## src/hw/rtl/dbam_pkg.sv

```systemverilog
// dbam_pkg: shared widths, codes, constants and the controller command struct
// for the block availability map. No dependencies.
package dbam_pkg;

	localparam int MODE_W     = 2;
	localparam int TRACK_W    = 8;
	localparam int SECTOR_W   = 8;
	localparam int STATUS_W   = 2;
	localparam int COUNT_W    = 8;
	localparam int TOTAL_W    = 15;
	localparam int TC_W       = 8;
	localparam int SPT_W      = 5;
	localparam int CFG_IDX_W  = 4;
	localparam int CFG_DATA_W = 8;
	localparam int WALK_W     = 8;

	typedef enum logic [MODE_W-1:0] {
		MODE_QUERY  = 2'd0,
		MODE_ALLOC  = 2'd1,
		MODE_FREE   = 2'd2,
		MODE_FORMAT = 2'd3
	} mode_t;

	localparam logic [STATUS_W-1:0] ST_OK        = 2'd0;
	localparam logic [STATUS_W-1:0] ST_BAD_TRACK = 2'd1;
	localparam logic [STATUS_W-1:0] ST_BAD_SEC   = 2'd2;

	localparam logic [CFG_IDX_W-1:0] REG_TRACK_COUNT = 4'd0;
	localparam logic [CFG_IDX_W-1:0] REG_SECTORS     = 4'd1;

	localparam logic [TC_W-1:0]    TC_RESET       = 8'd80;
	localparam logic [SPT_W-1:0]   SPT_RESET      = 5'd20;
	localparam logic [SPT_W-1:0]   WIDE_SPT_MIN   = 5'd16;
	localparam logic [23:0]        WIDE_PATTERN   = 24'h0FFFFF;
	localparam logic [23:0]        NARROW_PATTERN = 24'h03FFFF;
	localparam logic [23:0]        RESERVED_BITS  = 24'h000003;
	localparam logic [SPT_W-1:0]   RESERVED_CNT   = 5'd2;
	localparam logic [COUNT_W-1:0] COUNT_MAX      = 8'hFF;
	localparam logic [TOTAL_W-1:0] TOTAL_MAX      = 15'h7FFF;

	typedef enum logic [1:0] {
		RD_IN   = 2'd0,
		RD_HELD = 2'd1,
		RD_WALK = 2'd2
	} rd_src_t;

	typedef struct packed {
		logic              ld_item;
		logic              rd_en;
		rd_src_t           rd_src;
		logic              sum_clr;
		logic              sum_rd;
		logic              exec;
		logic              fmt_wr;
		logic              fmt_done;
		logic [WALK_W-1:0] walk_idx;
	} dbam_cmd_t;

endpackage

```

## src/hw/rtl/dbam_ctrl.sv

```systemverilog
// dbam_ctrl: sequencer for item intake, total re-sum sweep, read-modify-write,
// format walk and result handoff. Depends on dbam_pkg.
module dbam_ctrl import dbam_pkg::*; #(
	parameter int MAX_TRACKS = 128
) (
	input  logic      clk,
	input  logic      arst_n,
	input  logic      in_valid,
	input  logic      in_format,
	input  logic      out_ready,
	input  logic      tc_wr,
	output logic      in_ready,
	output logic      out_valid,
	output dbam_cmd_t cmd
);

	typedef enum logic [2:0] {
		S_IDLE,
		S_SUM,
		S_SUM_END,
		S_EXEC,
		S_FMT,
		S_FMT_END
	} state_t;

	state_t            state_q;
	logic [WALK_W-1:0] walk_q;
	logic              dirty_q;
	logic              out_valid_q;
	logic              accept, out_free, last;

	assign in_ready  = (state_q == S_IDLE);
	assign out_valid = out_valid_q;
	assign accept    = in_valid && in_ready;
	assign out_free  = !out_valid_q || out_ready;
	assign last      = (walk_q == WALK_W'(MAX_TRACKS - 1));

	always_comb begin
		cmd          = '0;
		cmd.rd_src   = RD_IN;
		cmd.walk_idx = walk_q;
		case (state_q)
			S_IDLE: begin
				cmd.ld_item = accept;
				if (accept && !in_format) begin
					if (dirty_q) cmd.sum_clr = 1'b1;
					else cmd.rd_en = 1'b1;
				end
			end
			S_SUM: begin
				cmd.rd_en  = 1'b1;
				cmd.rd_src = RD_WALK;
				cmd.sum_rd = 1'b1;
			end
			S_SUM_END: begin
				cmd.rd_en  = 1'b1;
				cmd.rd_src = RD_HELD;
			end
			S_EXEC:    cmd.exec = out_free;
			S_FMT:     cmd.fmt_wr = 1'b1;
			S_FMT_END: cmd.fmt_done = out_free;
			default: ;
		endcase
	end

	always_ff @(posedge clk or negedge arst_n) begin
		if (!arst_n) begin
			state_q     <= S_IDLE;
			walk_q      <= '0;
			dirty_q     <= 1'b0;
			out_valid_q <= 1'b0;
		end else begin
			out_valid_q <= cmd.exec || cmd.fmt_done || (out_valid_q && !out_ready);
			if (tc_wr) dirty_q <= 1'b1;
			else if (accept) dirty_q <= 1'b0;
			case (state_q)
				S_IDLE: begin
					walk_q <= '0;
					if (accept) begin
						if (in_format) state_q <= S_FMT;
						else if (dirty_q) state_q <= S_SUM;
						else state_q <= S_EXEC;
					end
				end
				S_SUM: begin
					walk_q <= walk_q + WALK_W'(1);
					if (last) state_q <= S_SUM_END;
				end
				S_SUM_END: state_q <= S_EXEC;
				S_EXEC: if (out_free) state_q <= S_IDLE;
				S_FMT: begin
					walk_q <= walk_q + WALK_W'(1);
					if (last) state_q <= S_FMT_END;
				end
				S_FMT_END: if (out_free) state_q <= S_IDLE;
				default: state_q <= S_IDLE;
			endcase
		end
	end

endmodule

```

## config.mk

```make
export PLATFORM = sky130hd
export DESIGN_NAME = dbam_ctrl
export DESIGN_NICKNAME = d
export VERILOG_FILES = /design/src/hw/rtl/dbam_pkg.sv /design/src/hw/rtl/dbam_ctrl.sv
export SDC_FILE = /design/constraint.sdc
export NUM_CORES = 1
export LEC_CHECK = 0
export BUFFER_PORTS_ARGS = -buffer_cell sky130_fd_sc_hd__buf_2
export CAP_MARGIN = 40
export CORE_MARGIN = 3
export CORE_UTILIZATION = 25
export DETAILED_ROUTE_END_ITERATION = 16
export GPL_ROUTABILITY_DRIVEN = 0
export PLACE_DENSITY = 0.54
export SLEW_MARGIN = 20
export SYNTH_ARGS = -nofsm -noshare
export SYNTH_HDL_FRONTEND = slang
export SYNTH_SLANG_ARGS = --single-unit
export TNS_END_PERCENT = 10
```

## constraint.sdc

```tcl
create_clock -name clk -period 2.35 [get_ports clk]
set_clock_uncertainty 0.2 [all_clocks]
set_input_delay 0.235 -clock clk [delete_from_list [all_inputs] [get_ports clk]]
set_output_delay 0.235 -clock clk [all_outputs]
set_load 0.01 [all_outputs]
```

# Word level (Yosys, flattened, before mapping)
# Index checks and enable logic that the tools add are counted.
word_totals:
  inputBits: 6
  elab_cells: 53
  out_inout_bits: 19
  ff_bits: 13
op_classes:
  add_sub_neg: 1
  n_eq_ne: 10
  n_reduce_logical: 16
  n_mux: 22
op_table:
  columns: ["cell", "n"]
  rows:
  - ["8-bit one-hot mux with 2 select lines", 1]
  - ["3-bit 2-to-1 mux", 5]
  - ["3-bit one-hot mux with 5 select lines", 1]
  - ["1-bit 2-to-1 mux", 12]
  - ["8-bit by 1-bit adder with 8-bit output, second input constant", 1]
  - ["8-bit by 7-bit equality test with 1-bit output, second input constant", 1]
  - ["3-bit by 2-bit equality test with 1-bit output, second input constant", 2]
  - ["3-bit equality test, second input constant", 2]
  - ["2-bit OR reduction", 3]
  - ["2-bit by 1-bit inequality test with 1-bit output, second input constant", 2]
  - ["2-bit inequality test, second input constant", 2]
  - ["2-bit one-hot mux with 2 select lines", 1]
  - ["4-bit AND reduction", 1]
  - ["2-bit nonzero test", 2]
  - ["3-bit by 1-bit equality test with 1-bit output, second input constant", 1]
  - ["1-bit logical AND", 3]
  - ["1-bit logical NOT", 3]
  - ["3-bit logical NOT", 1]
  - ["1-bit logical OR", 3]
  - ["2-bit 2-to-1 mux", 1]
  - ["1-bit one-hot mux with 2 select lines", 1]

# Logic depth before layout (Yosys ltp)
depth:
  word_depth: 5
  ltp_mapped: 6
  ltp_nobuf: 4

# Worst setup path after synthesis
# Ideal clock, no wire load.
synth_timing:
  kind: "reg-to-output"
  startpoint: "register state_q[2]"
  endpoint: "output port cmd[12] (netlist name)"
  stages_incl_launch_ff: 6
  arrival_time_ps: 1311
  setup_slack_ps: 604
  required_ps: 1915
  path_cell_list: "dfrtp_1 > buf_6 > or3_1 > buf_2 > inv_2 > and4b_1"
synth_lines:
  columns: ["element", "line", "source"]
  rows:
  - ["start, declared", "dbam_ctrl.sv:26", "state_t state_q;"]
  - ["start signal, assigned", "dbam_ctrl.sv:68", "state_q <= S_IDLE;"]
  - ["start signal, assigned", "dbam_ctrl.sv:80", "if (in_format) state_q <= S_FMT;"]
  - ["start signal, assigned", "dbam_ctrl.sv:81", "else if (dirty_q) state_q <= S_SUM;"]
  - ["end, declared", "dbam_ctrl.sv:14", "output dbam_cmd_t cmd"]

==> impl_metrics.tcl <==
set metrics [dict create \
    clock_path_buffers 2 \
    die_y_um 62.9 \
    grt_use_met2 0.150 \
    grt_max_degree 20 \
    start_util 0.263 \
    core.rowCount 20 \
    syn2layout_area_growth_pct 23.4 \
    synth_common_cells "13 x dfrtp_1, 11 x nand2_1, 7 x nor3_1, 5 x a21oi_1, 5 x inv_1" \
    ioPinCount 25 \
    finalMaxSlewViolations 0 \
    cts_tree "yes" \
    multi_input_area_sq_um 413 \
    drt_wl_total_um 1850 \
    hold_class "primary input to flop" \
    synth-seq-cells 13 \
    grt_pass1_wl_um 3250 \
    ys.flop_type "dfrtp_1" \
    place_ws_ns 0.482 \
    rsz0062_at_grt "no" \
    die_area_sq_um 3950 \
    hpwl_um 1410 \
    ys_seq_area_frac 0.402 \
    drtIter0Drc 24 \
    nets 121 \
    layout-drive-gt1-share 0.283 \
    antenna_found_initial 0 \
    finalCritPeriodShare 0.923 \
    antenna_cells 0 \
    grt_pass1_vias 684 \
    cts_buffers 3 \
    syn_inst 88 \
    finalSetupViolCount 0 \
    status "complete, no violations" \
    synth_edf_count 0 \
    synth_area_sq_um 808 \
    leakage_uw 0.000457 \
    nFillCells 327 \
    grt-ovfl-total 0 \
    port_buffers 24 \
    synth.area.top_cells "dfrtp_1 40%, nand2_1 5.1%, mux2i_1 5.0%" \
    use_met1 0.140 \
    ys_types 41 \
    grtUsageMet3 0.0414 \
    clock.fmax_mhz 461 \
    yosysMostFrequentCell "dfrtp_1" \
    yosysTopAreaCellShare 0.402 \
    clkTransAtPathRegs_ns 0.07 \
    cts-root-buf "clkbuf_4" \
    cts.sinks 13 \
    slew_headroom 0.648 \
    drcViolationCount 0 \
    routedWlPerCell_um 11.8 \
    criticalPathCategory "flop to output port" \
    p_total_uw 373 \
    drtAntennaViolNets 0 \
    regArea_sq_um 325 \
    worstMarginPinSlew_ns 0.521 \
    clk_latency_ns 0.27 \
    layout_setup_ws_ns 0.181 \
    yosysWarnings 0 \
    crit_fanout 10 \
    ir_worst_vdd_mv 0.357 \
    drt-vias-per-instance 4.66 \
    dr.pass1.iters 4 \
    yosysTopAreaCell "dfrtp_1" \
    maxCapViolCount 0 \
    min_period_ns 2.17 \
    required_ns 1.91 \
    hold_viol 0 \
    core_sq_um 3080 \
    final.setup.tns_ns 0 \
    synthesis.nets 95 \
    cts_max_level 1 \
    async_flop_share 1.00 \
    grt_busiest_layer "met2" \
    die_w_um 62.9 \
    syn_area_per_cell_sq_um 9.18 \
    critPathArrivalTime_ns 1.73 \
    cp-end-kind "output port" \
    num_vias 731 \
    critPathLaunchType "flop" \
    track_usage 0.102 \
    p_per_area_nw_per_um2 374 \
]
## cell type report
type | count | area share
Timing Repair Buffer | 28 | 0.156
Clock buffer | 4 | 0.0263
Inverter | 6 | 0.0226
Sequential cell | 13 | 0.326
Tap cell | 44 | 0.0552
Multi-Input combinational cell | 62 | 0.414
## through the flow
stage | instance area (sq um) | cells | hold slack, ns | utilization
floorplan | 808 | 88 | -0.261 | -
global placement | 951 | 151 | -0.0563 | 0.309
detailed placement | 951 | 151 | -0.0567 | 0.309
CTS | 997 | 157 | 0.0815 | 0.324
global route | 997 | 157 | 0.113 | 0.324
finish | 997 | 157 | 0.0908 | 0.324
## layout by cell type (no fill, tap or decap), types with 2 or more instances in the layout
cell type      instances
a21oi_1                5
buf_2                 24
buf_4                  2
clkbuf_4               3
dfrtp_1               13
dlygate4sd3_1          2
inv_1                  5
mux2i_1                4
nand2_1               11
nand3_1                2
nand4_1                2
nor2_1                 3
nor3_1                 7
o211ai_1               2
o31ai_1                2
## timing repair
action / 4_1_cts / 5_1_grt
gates resized for setup: 0 / 0
setup buffers: 0 / 0
hold buffers: 2 / 0
hold endpoints to repair: 14 / 0
## flip-flops by register name (all words and copies together), names as in the netlist
name / count
out_valid: 1
dirty_q: 1
state_q: 3
walk_q: 8
## path summary, 6_finish.rpt
kind	from	end	slack, ns	cells past startpoint
max in group asynchronous	arst_n	dirty_q	1.55	2
max reg2reg	walk_q[0]	state_q[0]	0.58	4
min reg2reg	walk_q[6]	walk_q[6]	0.31	1
min	in_valid	dirty_q	0.09	3
min in group asynchronous	arst_n	walk_q[4]	0.17	2
max	state_q[2]	cmd[12]	0.18	4
## metal layers
layer | part of all wire | wire length, um
met1 | 0.49 | 903
met2 | 0.45 | 834
met3 | 0.052 | 97
met4 | 0.0086 | 16
met5 | 0 | 0
## cell families (layout without fill, tap and decap cells)
kind of cell	after synthesis	after routing	share of synthesized area
xor+xnor	3	3	0.0418
compound gates	18	18	0.159
buf+inv	13	38	0.0867
mux	4	4	0.0495
flops	13	13	0.402
fa+ha+maj	2	2	0.0279
simple gates	35	35	0.232
## report_power, final
group | switching [uW] | internal (uW) | leakage [uW]
clock | 70.9 | 65.8 | 0.0000150
combinational | 6.55 | 5.95 | 0.000286
sequential | 0.0000000000000668 | 223 | 0.000157
total | 77.5 | 295 | 0.000457
## critical path: stages, from the launching register on
cell and delay [ns]:
dfrtp_1 0.51, or3_1 0.54, inv_2 0.10, and4b_1 0.18, buf_2 0.13
(Power assumes the default switching activity.)
